**config.mk**
```make
export PLATFORM = sky130hd
export DESIGN_NAME = co2_baseline_calibrator
export DESIGN_NICKNAME = d
export VERILOG_FILES = /design/src/rtl/co2bc_pkg.sv /design/src/rtl/co2_baseline_calibrator.sv /design/src/rtl/co2bc_ring.sv /design/src/rtl/co2bc_core.sv
export SDC_FILE = /design/constraint.sdc
export NUM_CORES = 1
export LEC_CHECK = 0
export ABC_AREA = 1
export BUFFER_PORTS_ARGS = -buffer_cell sky130_fd_sc_hd__buf_4
export CAP_MARGIN = 5
export CORE_UTILIZATION = 53
export DETAILED_ROUTE_END_ITERATION = 7
export PLACE_DENSITY = 0.75
export SETUP_SLACK_MARGIN = 0.2
export SLEW_MARGIN = 20
export SYNTH_ARGS = -nofsm -noshare
export SYNTH_HDL_FRONTEND = slang
export SYNTH_SLANG_ARGS = --single-unit
```
**constraint.sdc**
```tcl
create_clock -name i_clk -period 6.7 [get_ports i_clk]
set_input_delay 2.01 -clock i_clk [delete_from_list [all_inputs] [get_ports i_clk]]
set_output_delay 2.01 -clock i_clk [all_outputs]
set_load 0.02 [all_outputs]
```
**src/rtl/co2bc_pkg.sv**
```systemverilog
// co2bc_pkg: shared constants, types and helpers for the co2 baseline calibrator
// no dependencies; imported by every rtl module of the block

package co2bc_pkg;

    localparam int MONTH_SLOTS = 12;
    localparam int SLOT_W      = $clog2(MONTH_SLOTS);
    localparam int PPM_W       = 16;
    localparam int MONTH_W     = 4;
    localparam int YEAR_W      = 10;
    localparam int STAMP_W     = 14;
    localparam int BASE_W      = 12;
    localparam int GROW_W      = 4;
    localparam int LOOK_W      = 4;
    localparam int CNT_W       = 4;
    localparam int PADDR_W     = 5;
    localparam int PDATA_W     = 32;

    localparam logic [SLOT_W-1:0] LAST_SLOT  = SLOT_W'(MONTH_SLOTS - 1);
    localparam logic [LOOK_W-1:0] MAX_LOOK   = LOOK_W'(MONTH_SLOTS);
    localparam logic [PPM_W-1:0]  PPM_MAX    = '1;

    localparam logic [PPM_W-1:0]  RST_MIN_VALID = PPM_W'(200);
    localparam logic [LOOK_W-1:0] RST_LOOKBACK  = LOOK_W'(6);
    localparam logic [LOOK_W-1:0] RST_REQUIRED  = LOOK_W'(5);
    localparam logic [BASE_W-1:0] RST_BASELINE  = BASE_W'(421);
    localparam logic [YEAR_W-1:0] RST_BASE_YEAR = YEAR_W'(123);
    localparam logic [GROW_W-1:0] RST_GROWTH    = GROW_W'(2);

    typedef enum logic [2:0] {
        REG_MIN_VALID = 3'd0,
        REG_LOOKBACK  = 3'd1,
        REG_REQUIRED  = 3'd2,
        REG_BASELINE  = 3'd3,
        REG_BASE_YEAR = 3'd4,
        REG_GROWTH    = 3'd5
    } t_reg_idx;

    typedef struct packed {
        logic [PPM_W-1:0]  min_valid;
        logic [LOOK_W-1:0] lookback;
        logic [LOOK_W-1:0] required;
        logic [BASE_W-1:0] baseline;
        logic [YEAR_W-1:0] base_year;
        logic [GROW_W-1:0] growth;
    } t_cfg;

    typedef struct packed {
        logic              en;
        logic [SLOT_W-1:0] addr;
        logic [PPM_W-1:0]  data;
    } t_ring_wr;

    typedef enum logic [2:0] {
        S_IDLE,
        S_CHECK,
        S_CLEAR,
        S_WRITE,
        S_SCAN,
        S_CALC,
        S_DONE
    } t_state;

    function automatic logic [SLOT_W-1:0] prev_slot(input logic [SLOT_W-1:0] s);
        logic [SLOT_W-1:0] p;
        p = (s == '0) ? LAST_SLOT : s - 1'b1;
        return p;
    endfunction

endpackage

```
**src/rtl/co2_baseline_calibrator.sv**
```systemverilog
// co2_baseline_calibrator: top level, register port, sequencer and month ring
// sequence: check, clear of g skipped months (0..11), write, scan of L lookback slots
// (1..12), calc and done; a rejected reading goes from check straight to done
// one item at a time: the input stalls until done hands on the result, which waits on the output stall
// reset: synchronous active low; registers to defaults, ring, stamp and offset to 0
// depends on co2bc_pkg, co2bc_ring, co2bc_core

module co2_baseline_calibrator
    import co2bc_pkg::*;
(
    input  logic                      i_clk,
    input  logic                      i_rst_n,
    input  logic                      psel,
    input  logic                      penable,
    input  logic                      pwrite,
    input  logic [PADDR_W-1:0]        paddr,
    input  logic [PDATA_W-1:0]        pwdata,
    output logic [PDATA_W-1:0]        prdata,
    output logic                      pready,
    input  logic                      i_in_valid,
    output logic                      o_in_stall,
    input  logic [PPM_W-1:0]          i_reading_ppm,
    input  logic [MONTH_W-1:0]        i_month_index,
    input  logic [YEAR_W-1:0]         i_year_index,
    output logic                      o_out_valid,
    input  logic                      i_out_stall,
    output logic signed [PPM_W-1:0]   o_offset_ppm,
    output logic                      o_persist_needed,
    output logic                      o_reading_rejected
);

    t_cfg              r_cfg;
    t_reg_idx          reg_idx;
    logic              cfg_wr;
    t_ring_wr          ring_wr;
    logic [SLOT_W-1:0] ring_rd_addr;
    logic [PPM_W-1:0]  ring_rd_data;
    logic [PPM_W-1:0]  offset_bits;

    assign pready  = 1'b1;
    assign reg_idx = t_reg_idx'(paddr[PADDR_W-1:2]);
    assign cfg_wr  = psel && penable && pwrite && pready;

    always_ff @(posedge i_clk) begin
        if (!i_rst_n) begin
            r_cfg.min_valid <= RST_MIN_VALID;
            r_cfg.lookback  <= RST_LOOKBACK;
            r_cfg.required  <= RST_REQUIRED;
            r_cfg.baseline  <= RST_BASELINE;
            r_cfg.base_year <= RST_BASE_YEAR;
            r_cfg.growth    <= RST_GROWTH;
        end else if (cfg_wr) begin
            unique case (reg_idx)
                REG_MIN_VALID: r_cfg.min_valid <= pwdata[PPM_W-1:0];
                REG_LOOKBACK:  r_cfg.lookback  <= pwdata[LOOK_W-1:0];
                REG_REQUIRED:  r_cfg.required  <= pwdata[LOOK_W-1:0];
                REG_BASELINE:  r_cfg.baseline  <= pwdata[BASE_W-1:0];
                REG_BASE_YEAR: r_cfg.base_year <= pwdata[YEAR_W-1:0];
                REG_GROWTH:    r_cfg.growth    <= pwdata[GROW_W-1:0];
                default:       r_cfg           <= r_cfg;
            endcase
        end
    end

    always_comb begin
        unique case (reg_idx)
            REG_MIN_VALID: prdata = PDATA_W'(r_cfg.min_valid);
            REG_LOOKBACK:  prdata = PDATA_W'(r_cfg.lookback);
            REG_REQUIRED:  prdata = PDATA_W'(r_cfg.required);
            REG_BASELINE:  prdata = PDATA_W'(r_cfg.baseline);
            REG_BASE_YEAR: prdata = PDATA_W'(r_cfg.base_year);
            REG_GROWTH:    prdata = PDATA_W'(r_cfg.growth);
            default:       prdata = '0;
        endcase
    end

    co2bc_ring u_ring (
        .i_clk     (i_clk),
        .i_rst_n   (i_rst_n),
        .i_wr      (ring_wr),
        .i_rd_addr (ring_rd_addr),
        .o_rd_data (ring_rd_data)
    );

    co2bc_core u_core (
        .i_clk              (i_clk),
        .i_rst_n            (i_rst_n),
        .i_cfg              (r_cfg),
        .i_in_valid         (i_in_valid),
        .o_in_stall         (o_in_stall),
        .i_reading_ppm      (i_reading_ppm),
        .i_month_index      (i_month_index),
        .i_year_index       (i_year_index),
        .o_out_valid        (o_out_valid),
        .i_out_stall        (i_out_stall),
        .o_offset_ppm       (offset_bits),
        .o_persist_needed   (o_persist_needed),
        .o_reading_rejected (o_reading_rejected),
        .o_ring_wr          (ring_wr),
        .o_ring_rd_addr     (ring_rd_addr),
        .i_ring_rd_data     (ring_rd_data)
    );

    assign o_offset_ppm = $signed(offset_bits);

endmodule

```
**src/rtl/co2bc_ring.sv**
```systemverilog
// co2bc_ring: ring of per-month minimum readings, one write and one read port
// depends on co2bc_pkg; all slots clear to zero at reset

module co2bc_ring
    import co2bc_pkg::*;
(
    input  logic              i_clk,
    input  logic              i_rst_n,
    input  t_ring_wr          i_wr,
    input  logic [SLOT_W-1:0] i_rd_addr,
    output logic [PPM_W-1:0]  o_rd_data
);

    logic [PPM_W-1:0] r_slot_min [MONTH_SLOTS];

    always_ff @(posedge i_clk) begin
        if (!i_rst_n) begin
            for (int k = 0; k < MONTH_SLOTS; k++) begin
                r_slot_min[k] <= '0;
            end
        end else if (i_wr.en) begin
            r_slot_min[i_wr.addr] <= i_wr.data;
        end
    end

    assign o_rd_data = r_slot_min[i_rd_addr];

endmodule

```
**src/rtl/co2bc_core.sv**
```systemverilog
// co2bc_core: sequencer with one shared comparator that updates the month ring,
// scans it for the minimum and forms the offset; depends on co2bc_pkg

module co2bc_core
    import co2bc_pkg::*;
(
    input  logic               i_clk,
    input  logic               i_rst_n,
    input  t_cfg               i_cfg,
    input  logic               i_in_valid,
    output logic               o_in_stall,
    input  logic [PPM_W-1:0]   i_reading_ppm,
    input  logic [MONTH_W-1:0] i_month_index,
    input  logic [YEAR_W-1:0]  i_year_index,
    output logic               o_out_valid,
    input  logic               i_out_stall,
    output logic [PPM_W-1:0]   o_offset_ppm,
    output logic               o_persist_needed,
    output logic               o_reading_rejected,
    output t_ring_wr           o_ring_wr,
    output logic [SLOT_W-1:0]  o_ring_rd_addr,
    input  logic [PPM_W-1:0]   i_ring_rd_data
);

    t_state r_state, n_state;

    logic [PPM_W-1:0]   r_reading, n_reading;
    logic [MONTH_W-1:0] r_month, n_month;
    logic [YEAR_W-1:0]  r_year, n_year;
    logic [STAMP_W-1:0] r_last_stamp, n_last_stamp;
    logic [PPM_W-1:0]   r_held, n_held;
    logic [SLOT_W-1:0]  r_slot, n_slot;
    logic [SLOT_W-1:0]  r_idx, n_idx;
    logic [CNT_W-1:0]   r_cnt, n_cnt;
    logic [PPM_W-1:0]   r_min, n_min;
    logic [CNT_W-1:0]   r_count, n_count;
    logic               r_same, n_same;
    logic               r_changed, n_changed;
    logic               r_rejected, n_rejected;
    logic               r_out_valid, n_out_valid;
    logic [PPM_W-1:0]   r_out_offset, n_out_offset;
    logic               r_out_persist, n_out_persist;
    logic               r_out_rejected, n_out_rejected;

    logic               accept;
    logic               out_free;
    logic [PPM_W-1:0]   cmp_a, cmp_b;
    logic               cmp_lt;
    logic [STAMP_W-1:0] stamp;
    logic [STAMP_W-1:0] stamp_delta;
    logic [SLOT_W-1:0]  slot;
    logic               advance;
    logic [CNT_W-1:0]   gap;
    logic [LOOK_W-1:0]  look;
    logic [LOOK_W-1:0]  need;
    logic signed [YEAR_W:0]  year_diff;
    logic signed [PPM_W-1:0] growth_term;
    logic [PPM_W-1:0]   offset_calc;
    logic               slot_write;

    assign accept   = i_in_valid && (r_state == S_IDLE);
    assign out_free = !r_out_valid || !i_out_stall;
    assign cmp_lt   = cmp_a < cmp_b;

    // month stamp and ring slot
    assign stamp   = STAMP_W'({r_year, 3'b000}) + STAMP_W'({r_year, 2'b00})
                   + STAMP_W'(r_month);
    assign slot    = (r_month >= MONTH_W'(MONTH_SLOTS))
                   ? SLOT_W'(r_month - MONTH_W'(MONTH_SLOTS)) : SLOT_W'(r_month);
    assign advance = stamp > r_last_stamp;
    assign stamp_delta = stamp - r_last_stamp - 1'b1;
    assign gap     = (stamp_delta > STAMP_W'(LAST_SLOT)) ? CNT_W'(LAST_SLOT)
                   : CNT_W'(stamp_delta);

    assign look = (i_cfg.lookback == '0) ? LOOK_W'(1)
                : (i_cfg.lookback > MAX_LOOK) ? MAX_LOOK : i_cfg.lookback;
    assign need = (i_cfg.required == '0) ? LOOK_W'(1) : i_cfg.required;

    // offset arithmetic, kept modulo 2^16
    assign year_diff   = $signed({1'b0, r_year}) - $signed({1'b0, i_cfg.base_year});
    assign growth_term = year_diff * $signed({1'b0, i_cfg.growth});
    assign offset_calc = PPM_W'(i_cfg.baseline) + $unsigned(growth_term) - r_min;

    assign slot_write = !r_same || (i_ring_rd_data == '0) || cmp_lt;

    // next state
    always_comb begin
        n_state = r_state;
        unique case (r_state)
            S_IDLE: begin
                if (accept) n_state = S_CHECK;
            end
            S_CHECK: begin
                if (cmp_lt) n_state = S_DONE;
                else if (advance && (gap != '0)) n_state = S_CLEAR;
                else n_state = S_WRITE;
            end
            S_CLEAR: begin
                if (r_cnt == CNT_W'(1)) n_state = S_WRITE;
            end
            S_WRITE: begin
                n_state = S_SCAN;
            end
            S_SCAN: begin
                if (r_cnt == CNT_W'(1)) n_state = S_CALC;
            end
            S_CALC: begin
                n_state = S_DONE;
            end
            S_DONE: begin
                if (out_free) n_state = S_IDLE;
            end
            default: begin
                n_state = S_IDLE;
            end
        endcase
    end

    // ring port and shared comparator operands
    always_comb begin
        o_ring_wr      = '0;
        o_ring_rd_addr = r_slot;
        cmp_a          = '0;
        cmp_b          = '0;
        unique case (r_state)
            S_CHECK: begin
                cmp_a = r_reading;
                cmp_b = i_cfg.min_valid;
            end
            S_CLEAR: begin
                o_ring_wr.en   = 1'b1;
                o_ring_wr.addr = r_idx;
                o_ring_wr.data = '0;
            end
            S_WRITE: begin
                cmp_a          = r_reading;
                cmp_b          = i_ring_rd_data;
                o_ring_wr.en   = slot_write;
                o_ring_wr.addr = r_slot;
                o_ring_wr.data = r_reading;
            end
            S_SCAN: begin
                o_ring_rd_addr = r_idx;
                cmp_a          = i_ring_rd_data;
                cmp_b          = r_min;
            end
            default: begin
                o_ring_wr = '0;
            end
        endcase
    end

    // datapath next values
    always_comb begin
        n_reading      = r_reading;
        n_month        = r_month;
        n_year         = r_year;
        n_last_stamp   = r_last_stamp;
        n_held         = r_held;
        n_slot         = r_slot;
        n_idx          = r_idx;
        n_cnt          = r_cnt;
        n_min          = r_min;
        n_count        = r_count;
        n_same         = r_same;
        n_changed      = r_changed;
        n_rejected     = r_rejected;
        n_out_valid    = r_out_valid && i_out_stall;
        n_out_offset   = r_out_offset;
        n_out_persist  = r_out_persist;
        n_out_rejected = r_out_rejected;
        unique case (r_state)
            S_IDLE: begin
                if (accept) begin
                    n_reading = i_reading_ppm;
                    n_month   = i_month_index;
                    n_year    = i_year_index;
                end
            end
            S_CHECK: begin
                n_changed  = 1'b0;
                n_rejected = cmp_lt;
                if (!cmp_lt) begin
                    n_slot       = slot;
                    n_same       = (stamp == r_last_stamp);
                    n_last_stamp = stamp;
                    n_idx        = prev_slot(slot);
                    n_cnt        = gap;
                end
            end
            S_CLEAR: begin
                n_idx = prev_slot(r_idx);
                n_cnt = r_cnt - 1'b1;
            end
            S_WRITE: begin
                if (slot_write) n_changed = 1'b1;
                n_idx   = r_slot;
                n_cnt   = CNT_W'(look);
                n_min   = PPM_MAX;
                n_count = '0;
            end
            S_SCAN: begin
                if (i_ring_rd_data != '0) begin
                    n_count = r_count + 1'b1;
                    if (cmp_lt) n_min = i_ring_rd_data;
                end
                n_idx = prev_slot(r_idx);
                n_cnt = r_cnt - 1'b1;
            end
            S_CALC: begin
                if ((r_count >= CNT_W'(need)) && (offset_calc != r_held)) begin
                    n_held    = offset_calc;
                    n_changed = 1'b1;
                end
            end
            S_DONE: begin
                if (out_free) begin
                    n_out_valid    = 1'b1;
                    n_out_offset   = r_held;
                    n_out_persist  = r_changed;
                    n_out_rejected = r_rejected;
                end
            end
            default: begin
                n_cnt = r_cnt;
            end
        endcase
    end

    always_ff @(posedge i_clk) begin
        if (!i_rst_n) begin
            r_state      <= S_IDLE;
            r_out_valid  <= 1'b0;
            r_last_stamp <= '0;
            r_held       <= '0;
        end else begin
            r_state      <= n_state;
            r_out_valid  <= n_out_valid;
            r_last_stamp <= n_last_stamp;
            r_held       <= n_held;
        end
    end

    always_ff @(posedge i_clk) begin
        r_reading      <= n_reading;
        r_month        <= n_month;
        r_year         <= n_year;
        r_slot         <= n_slot;
        r_idx          <= n_idx;
        r_cnt          <= n_cnt;
        r_min          <= n_min;
        r_count        <= n_count;
        r_same         <= n_same;
        r_changed      <= n_changed;
        r_rejected     <= n_rejected;
        r_out_offset   <= n_out_offset;
        r_out_persist  <= n_out_persist;
        r_out_rejected <= n_out_rejected;
    end

    assign o_in_stall         = (r_state != S_IDLE);
    assign o_out_valid        = r_out_valid;
    assign o_offset_ppm       = r_out_offset;
    assign o_persist_needed   = r_out_persist;
    assign o_reading_rejected = r_out_rejected;

endmodule

```
# [After elaboration in Yosys (flattened, before gate mapping)]
# Memories as Yosys holds them, arrays and structs flattened.
# Index checks and enable logic that the tools add are counted.
[totals] ff_bits=167 mem_bits_rw=192 elab_cells=151 memories=1
[classes] addsub=12 multipliers=1 order_cmp=6 n_eq_ne=23 muxes=40 bitwise_logic=1 n_reduce_logical=43
[mem_list] memory="u_ring.r_slot_min" words=12 width=16 read_ports=1 rd_ports_with_merged_regs=0 write_ports=12 line_no="co2bc_ring.sv:14" source="logic [PPM_W-1:0] r_slot_min [MONTH_SLOTS];"
[ops] cell="case mux 16 bit (6 select lines)" count=1
[ops] cell="case mux 16 bit (2 select lines)" count=2
[ops] cell="2-to-1 mux 16 bit" count=3
[ops] cell="2-to-1 mux 4 bit" count=12
[ops] cell="case mux 16 bit (3 select lines)" count=1
[ops] cell="case mux 21 bit (2 select lines)" count=1
[ops] cell="case mux 4 bit (3 select lines)" count=2
[ops] cell="AND reduction 2 bit" count=12
[ops] cell="case mux 3 bit (7 select lines)" count=1
[ops] cell="adder 12 x 16 -> 16 bit" count=1
[ops] cell="zero test 16 bit" count=1
[ops] cell="zero test 4 bit" count=4
[ops] cell="less-than comparator 16 bit" count=1
[ops] cell="multiplier 11 x 5 -> 16 bit" count=1
[ops] cell="!= test 16 bit" count=1
[ops] cell="!= test 2 x 1 -> 1 bit, second input constant" count=8
[ops] cell="nonzero test 16 bit" count=1
[ops] cell="OR reduction 16 bit" count=1
[ops] cell="subtractor 16 bit" count=1
[ops] cell="== test 3 bit, second input constant" count=5
[ops] cell="2-to-1 mux 3 bit" count=5
[ops] cell="adder 13 x 12 -> 14 bit" count=1
[ops] cell="adder 14 x 4 -> 14 bit" count=1
[ops] cell="== test 14 bit" count=1
[ops] cell="other kinds (29)" count=58

# [Depth between registers and ports, before layout]
# Gate-level depths: netlist (run 1).
# An unclocked memory read counts as a cell.
[depth] depth_word=12 depth_mapped=36 depth_no_buf=35

# [Modules after synthesis]
# From an unflattened synthesis (run 1), not the netlist that was laid out.
[hier_totals] cells_unflattened=3067 hier_area_um2=25136.6
[by_module_without_submodules] module="co2bc_ring" n_inst=1 cells_per_inst=1311 area_per_inst_um2=12042.8
[by_module_without_submodules] module="co2bc_core" n_inst=1 cells_per_inst=1354 area_per_inst_um2=10505.1
[by_module_without_submodules] module="co2_baseline_calibrator" n_inst=1 cells_per_inst=402 area_per_inst_um2=2588.7

# [Worst setup path before layout (run 1)]
# No wires, ideal clock.
[synth_path] kind="register -> register" from="reg u_core.r_year[2]" to="reg u_core.r_changed (enable)" setup_time_ns=0.311 arrival_ns=6.136 t_required_ns=6.389 slack_ns=0.252 path_stages_with_launch=32 cell_sequence="edfxtp_1 ha_1 a21oi_1 nand2_1 a21oi_1 o21bai_1 a21oi_1 o21bai_1 a21o_1 a21oi_1 xor2_1 or2_2 fa_1 inv_1 fa_1 fa_1 inv_1 fa_1 inv_1 ha_1 nand2_1 nor2_1 a211oi_1 nand3_1 a31o_2 xor2_1 xor2_1 a21oi_1 nand4_1 clkbuf_1 nand2_1 a22oi_1"
[synth_via] elab_chain_cells=8
[synth_lines] element="from (decl)" line_no="co2bc_core.sv:29" source="logic [YEAR_W-1:0] r_year, n_year;"
[synth_lines] element="from (signal assigned)" line_no="co2bc_core.sv:247" source="r_year <= n_year;"
[synth_lines] element="subtractor 10 x 10 -> 11 bit" line_no="co2bc_core.sv:80" source="assign year_diff = $signed({1'b0, r_year}) - $signed({1'b0, i_cfg.base_year});"
[synth_lines] element="multiplier 11 x 5 -> 16 bit" line_no="co2bc_core.sv:81" source="assign growth_term = year_diff * $signed({1'b0, i_cfg.growth});"
[synth_lines] element="adder 12 x 16 -> 16 bit" line_no="co2bc_core.sv:82" source="assign offset_calc = PPM_W'(i_cfg.baseline) + $unsigned(growth_term) - r_min;"
[synth_lines] element="subtractor 16 bit" line_no="co2bc_core.sv:82"
[synth_lines] element="!= test 16 bit" line_no="co2bc_core.sv:211" source="if ((r_count >= CNT_W'(need)) && (offset_calc != r_held)) begin"
[synth_lines] element="logical AND 1 bit" line_no="co2bc_core.sv:211"
[synth_lines] element="!= test 2 x 1 -> 1 bit (no source line)"
[synth_lines] element="AND reduction 3 bit (no source line)"
[synth_lines] element="to (signal assigned)" line_no="co2bc_core.sv:254" source="r_changed <= n_changed;"
[synth_lines] element="to (decl)" line_no="co2bc_core.sv:38" source="logic r_changed, n_changed;"
# No other way between the ends.
# A chain may end at the register's enable or synchronous reset.

# [Worst setup path in the final report (run 1)]
[layout_path] from="reg u_core.r_year[2]" to="reg u_core.r_held[4]"
[layout_via] elab_chain_cells=7
[layout_lines] element="subtractor 10 x 10 -> 11 bit *" line_no="co2bc_core.sv:80"
[layout_lines] element="multiplier 11 x 5 -> 16 bit *" line_no="co2bc_core.sv:81"
[layout_lines] element="adder 12 x 16 -> 16 bit *" line_no="co2bc_core.sv:82"
[layout_lines] element="subtractor 16 bit *" line_no="co2bc_core.sv:82"
[layout_lines] element="!= test 16 bit" line_no="co2bc_core.sv:211"
[layout_lines] element="logical AND 1 bit" line_no="co2bc_core.sv:211"
[layout_lines] element="AND reduction 2 bit (no source line)"
[layout_lines] element="to (signal assigned)" line_no="co2bc_core.sv:240" source="r_held <= n_held;"
[layout_lines] element="to (decl)" line_no="co2bc_core.sv:31" source="logic [PPM_W-1:0] r_held, n_held;"
# Mark *: on every way between the ends. The rest lies on a longest branch, timed or not.

==> results of run 1 <==
-- worst max-delay path: cells and delay by family (launching register included) --
family                     cells  cell delay [ps]
AOI/OAI and AO/OA             10             1500
xor gates and xnor gates       3              630
adders and majority gates      6             2430
buffers and inverters          7              870
DFF                            1              450
and+or+nand+nor               10              730
-- final cells by class --
cell class	count	area, um^2
clock buffers	61	1260
well taps	585	732.0
flip-flops and latches	423	11860
repair buffers	209	1694
fillers	3450	16010
inverters	328	1231
clock inverters	22	264.0
multi-input cells	1597	10310
-- power breakdown --
group / internal [uW] / switching [uW] / leakage [uW]
Clock: 1550 / 1040 / 0.000749
Combinational: 2680 / 4540 / 0.00627
Sequential: 3140 / 140 / 0.00396
Total: 7370 / 5730 / 0.0110
-- state kept, by name (all words and copies together) (netlist names), 3 cells and up --
signal	count
r_cfg	50
u_core.o_offset_ppm	16
u_core.r_held	16
u_core.r_min	16
u_core.r_state	3
u_core.r_slot	4
u_core.r_count	4
u_ring.r_slot_min	256
u_core.r_cnt	4
u_core.r_year	10
u_core.r_last_stamp	14
u_core.r_idx	4
u_core.r_reading	16
u_core.r_month	4
-- per-stage QoR --
stage / setup TNS [ps] / hold WS [ps] / util, % / cells
after global routing: -3974 / 429.7 / 63.07 / 3225
final: 0 / 425.9 / 63.07 / 3225
after detailed placement: -2550 / 408.1 / 57.60 / 3117
after CTS: 0 / 423.5 / 62.31 / 3216
after global placement: -1010 / 413.6 / 57.60 / 3117
after floorplan: 0 / 400.3 / - / 2478
-- cell usage after synthesis, types with 37 or more instances --
library cell and number:
ha_1 106, o211ai_1 37, nor2_2 59, o221ai_1 50, fa_1 51, nor2_1 430, o22ai_1 40, nand3_1 73
edfxtp_1 339, dfxtp_1 84, a21oi_1 108, clkbuf_1 63, nand2_1 242, inv_1 317, o21ai_0 196
-- layer usage --
layer | share of wire (%) | vias to the layer above | GRT usage, %
met2 | 47 | 860 | 44.71
met1 | 41 | 8894 | 36.94
met5 | 0 | - | 0
met4 | 3.2 | 0 | 9.080
li1 | - | 8593 | -
met3 | 8.8 | 156 | 5.244
-- cell families (layout without fill, tap and decap cells) --
logic type	Yosys count	in the layout	share of synthesized area, %
compound gates	491	491	12.51
simple gates	874	874	16.40
buf+inv	458	620	8.405
flops	423	423	50.49
other cells	2	17	0.03197
fa+ha+maj	157	157	9.992
xor+xnor	58	58	2.162
-- final timing paths --
check                                                to  slack, ps  cells past startpoint
worst min register to register  u_core.o_persist_needed        430                      0
worst max-delay path                   u_core.r_held[4]         40                     36
worst max register to register         u_core.r_held[4]         40                     36
worst min-delay path            u_core.o_persist_needed        430                      0
-- what timing repair did --
item | in CTS | in global routing
gates resized for setup | 79 | 66
endpoints found under the setup margin | 17 | 17
pin swaps | 61 | 63
setup buffers | 14 | 8
cloned | 2 | 1
==> key figures, run 1 <==
Power
  – Pwr Density: roughly 480 nW/um^2
  – Total power draw: roughly 13,000 uW
  – Peak supply drop: between 0.0004 and 0.0005 V
  – Leak: 0.01098 uW

Timing
  – Setup violators final: 0
  – Worst slew pin tran: between 1000 and 1500 ps
  – Fmax: ~150 MHz
  – Unrepaired setup endpoints after global routing: true
  – Fin crit share: about 99%
  – Fin. Hold Viols: 0
  – Slew HR: 28.96%
  – Layout Skew: around 17 ps
  – Final min period: 6660 ps
  – Max-slew violation count: 0
  – PnR worst setup slack: around 40 ps

Die
  – Die Span Y: between 200 and 250 um
  – Ports: around 130
  – Cell Rows: between 70 and 80
  – Full die area: about 45,000 um^2
  – Starting Density: between 50% and 60%
  – Chip width: roughly 210 um
  – CORE AREA: 43,360 um^2

Synth
  – Synthesized instance count: approximately 2.5k
  – Synth warnings: 0
  – Cell Area, Synth: approximately 23,000 um^2
  – Sequential area share after synthesis: 50.49%
  – Synth area leaders: edfxtp_1 (43%), dfxtp_1 (7.2%), nor2_1 (6.9%)
  – Synth unique cells: 58
  – Main synth FF type: edfxtp_1
  – Most area-hungry cell type in the Yosys netlist: edfxtp_1
  – Post-synth ARST share: 0%
  – Syn avg cell area: around 9.5 um^2
  – EDFF count, synth: roughly 340
  – Share of the synthesized area in the top cell type: ~43%
  – Register bit total from synthesis: around 420

Drt
  – Final wirelength: approximately 62,000 um
  – Iter 0 DRT Violations: a little over 2k
  – Remaining DRCs: 0
  – Via-to-Cell Ratio: 5.737
  – First-pass DRT Iterations: 5
  – Wirelength per Cell: 19.36 um
  – ANT nets after route: 0
  – DR vias: about 19k

CTS
  – CTS buffer count: 45
  – Htree depth: 2
  – Clock Sinks: around 420
  – Root buffer cell: clkbuf_16
  – CTS tree: built
  – Max Buffers Root-to-Sink: 3
  – Clock Latency Late Sink: around 600 ps
  – Hold Buf Count CTS: 0
  – CTS clk-pin slew, worst paths: roughly 60 ps

Setup path
  – Crit. End Element: flop
  – Crit path launch: u_core.r_year[2]
  – Reg-to-reg critical path startpoint: u_core.r_year[2]
  – CP peak stage delay: 510 ps
  – Worst-path fanout max: 6
  – Worst Path Required: 7220 ps
  – Critical path class: reg2reg
  – CP max-delay cell: fa_1
  – Startpoint class of the critical path: flop
  – Worst EP arrival: just over 7000 ps

Global route
  – GRT overflow: 0
  – Number of global-route vias before repair: around 18k
  – Initial antenna violation count: 0
  – Largest net degree at the start of global routing: between 80 and 90
  – First-pass GRT wire length: 95,380 um
  – All-Layer GR Usage: around 27%

Cells and area
  – Layout Cell Area excl Fill: between 20,000 and 30,000 um^2
  – Area growth, synth to finish: 16.43%
  – Commonest non-fill, non-tap cells in the layout: nor2_1 (412), edfxtp_1 (339), inv_1 (304)
  – Proportion of layout cells with a drive suffix above 1: approximately 18%
  – Most common cell after layout, fill and taps aside: nor2_1
  – Nets: around 2.8k
  – Number of diodes: 0

Run status
  – Outcome: finished, final reports clean

Place
  – Final Wtd Congestion: roughly 0.9
  – Port Buf Inserts: 91
  – Post-Place Setup Slack: -174.5 ps
  – Post-DP Area: 24,980 um^2
  – Final HPWL DP: between 40,000 and 50,000 um

Min path
  – Min-delay worst type: reg2reg
  – Worst hold start: u_core.r_changed

Job
  – Max Cap Violations: 0
(Power assumes the default switching activity.)
==> run 2, diff against run 1 <==
--- a/config.mk
+++ b/config.mk
@@ -11,6 +11,7 @@
 export CORE_UTILIZATION = 53
 export DETAILED_ROUTE_END_ITERATION = 7
 export PLACE_DENSITY = 0.75
+export REMOVE_ABC_BUFFERS = 1
 export SETUP_SLACK_MARGIN = 0.2
 export SLEW_MARGIN = 20
 export SYNTH_ARGS = -nofsm -noshare
==> key figures, run 2 (synthesized netlist as in run 1, its figures left out) <==
Setup path
  – CP peak stage delay: approximately 560 ps
  – Crit path buf inv count: 8
  – Worst Path Required: 7180 ps
  – Crit. End Element: flop
  – Critical path class: reg2reg
  – CP top delay family: adder cells
  – CP max-delay cell: fa_1
  – Worst EP arrival: ~7200 ps
  – Worst-path fanout max: 6
  – Startpoint class of the critical path: flop

Global route
  – Largest net degree at the start of global routing: 96
  – Number of global-route vias before repair: around 18k
  – GRT overflow: 0
  – Initial antenna violation count: 0
  – All-Layer GR Usage: approximately 27%
  – First-pass GRT wire length: ~95,000 um

Die
  – CORE AREA: between 40,000 and 50,000 um^2
  – Ports: approximately 130
  – Die Span Y: between 200 and 250 um
  – Cell Rows: 76
  – Full die area: around 45,000 um^2
  – Starting Density: between 50% and 60%
  – Chip width: between 200 and 250 um

Cells and area
  – Final Util: roughly three fifths
  – Max FFs per register: 256
  – Final non-filler cell total: 3,193
  – Proportion of layout cells with a drive suffix above 1: 16.56%
  – Filler Cells Inserted: ~3.4k
  – Number of diodes: 0
  – Top Registers: u_ring.r_slot_min x256, r_cfg x50
  – Most common cell after layout, fill and taps aside: nor2_1
  – Nets: roughly 2.8k
  – Commonest non-fill, non-tap cells in the layout: nor2_1 (413), edfxtp_1 (339), inv_1 (303)
  – Biggest register: u_ring.r_slot_min
  – Area growth, synth to finish: 14.27%

Power
  – Comb pwr share: a little under three fifths
  – Internal power component: between 6000 and 7000 uW
  – Clock network power share: 18.2%
  – P_sw: between 5000 and 6000 uW
  – Pwr Density: between 400 and 500 nW/um^2
  – Leak: around 0.011 uW
  – Sw Share: between 40% and 50%
  – Peak supply drop: approximately 0.00035 V
  – Sequential power share: about a quarter
  – Total power draw: approximately 13,000 uW

Timing
  – Worst slew pin tran: between 1000 and 1500 ps
  – Layout Skew: approximately 19 ps
  – Worst hold slack: about 430 ps
  – Setup violators final: 2
  – PnR worst setup slack: -13.53 ps
  – Max-slew violation count: 0
  – Fmax: ~150 MHz
  – Slew HR: approximately 30%
  – Unrepaired setup endpoints after global routing: true
  – Fin crit share: 100.2%
  – Final min period: 6714 ps
  – Fin. Hold Viols: 0

Drt
  – ANT nets after route: 0
  – First-pass DRT Iterations: 5
  – Wirelength per Cell: 19.20 um
  – Remaining DRCs: 0
  – DR vias: approximately 18k
  – Final wirelength: between 60,000 and 70,000 um
  – Iter 0 DRT Violations: 1,892
  – Via-to-Cell Ratio: between 5 and 6

CTS
  – CTS tree: built
  – Clock Sinks: between 400 and 500
  – Max Buffers Root-to-Sink: 3
  – CTS clk-pin slew, worst paths: roughly 60 ps
  – Clock Latency Late Sink: 600 ps
  – Root buffer cell: clkbuf_16
  – CTS buffer count: 44
  – Htree depth: 2

Place
  – Final Wtd Congestion: about 0.95
  – Placed cell count: 3,095
  – Post-Place Setup Slack: -129.2 ps
  – Final HPWL DP: approximately 42,000 um
  – Port Buf Inserts: between 90 and 100

Job
  – Max Cap Violations: 0

Min path
  – Min-delay worst type: reg2reg

Run status
  – Outcome: finished with violations
  – Violated checks: negative setup slack
==> run 2: changes by cell type in the layout (fill, tap and decap cells not counted), moves of 4 or more <==
cell	delta
clkbuf_16	-4
bufinv_16	-6
nand2_2	-9
buf_4	-22
nor2_2	-4
nand2_1	+6
buf_6	-4
==> run 2: power groups by stage <==
stage	logic, uW	registers (uW)	clock network (uW)
5_1_grt	7710	3290	2410
3_3_place_gp	5970	3310	0
3_5_place_dp	6170	3320	0
6_report	7010	3270	2290
4_1_cts	6530	3270	2310
2_1_floorplan	4420	3290	0
==> run 2: area by class of cell <==
type | count | area [um^2] | area share, %
flip-flops and latches | 423 | 11860 | 44.19
clock buffers | 56 | 1166 | 4.344
repair buffers | 184 | 1511 | 5.630
well taps | 585 | 732.0 | 2.727
inverters | 328 | 1231 | 4.586
multi-input cells | 1597 | 10190 | 37.97
clock inverters | 20 | 150.1 | 0.5593
==> run 2: stage by stage <==
stage	TNS, ps	area, um^2
2_1_floorplan	-151.2	22800
3_3_place_gp	0	24810
3_5_place_dp	-1627	24810
4_1_cts	0	26510
5_1_grt	-5917	26840
6_report	-23.63	26840
==> run 2: path summary, 6_finish.rpt <==
| check | slack, ps | end | depth (start not counted) | startpoint |
|---|---|---|---|---|
| worst max-delay path | -10 | u_core.r_held[5] | 33 | u_core.r_year[0] |
| worst min-delay path | 430 | u_core.o_reading_rejected | 0 | u_core.r_rejected |
| worst max register to register | -10 | u_core.r_held[5] | 33 | u_core.r_year[0] |
| worst min register to register | 430 | u_core.o_reading_rejected | 0 | u_core.r_rejected |
==> run 2: timing repair <==
action | in CTS | in global routing
resized for setup | 62 | 59
endpoints found under the hold margin | 0 | 0
endpoints found under the setup margin | 17 | 17
pin swaps | 50 | 49
cloned | 2 | 1
hold buffers | 0 | 0
setup buffers | 10 | 8
==> run 2: metal layers <==
metal / global-route usage, % / vias up / share of wire, %
met5: 0 / - / 0
met4: 12.73 / 0 / 4.1
met3: 4.062 / 155 / 8.7
met2: 43.89 / 873 / 47
met1: 36.37 / 8753 / 40
li1: - / 8535 / -
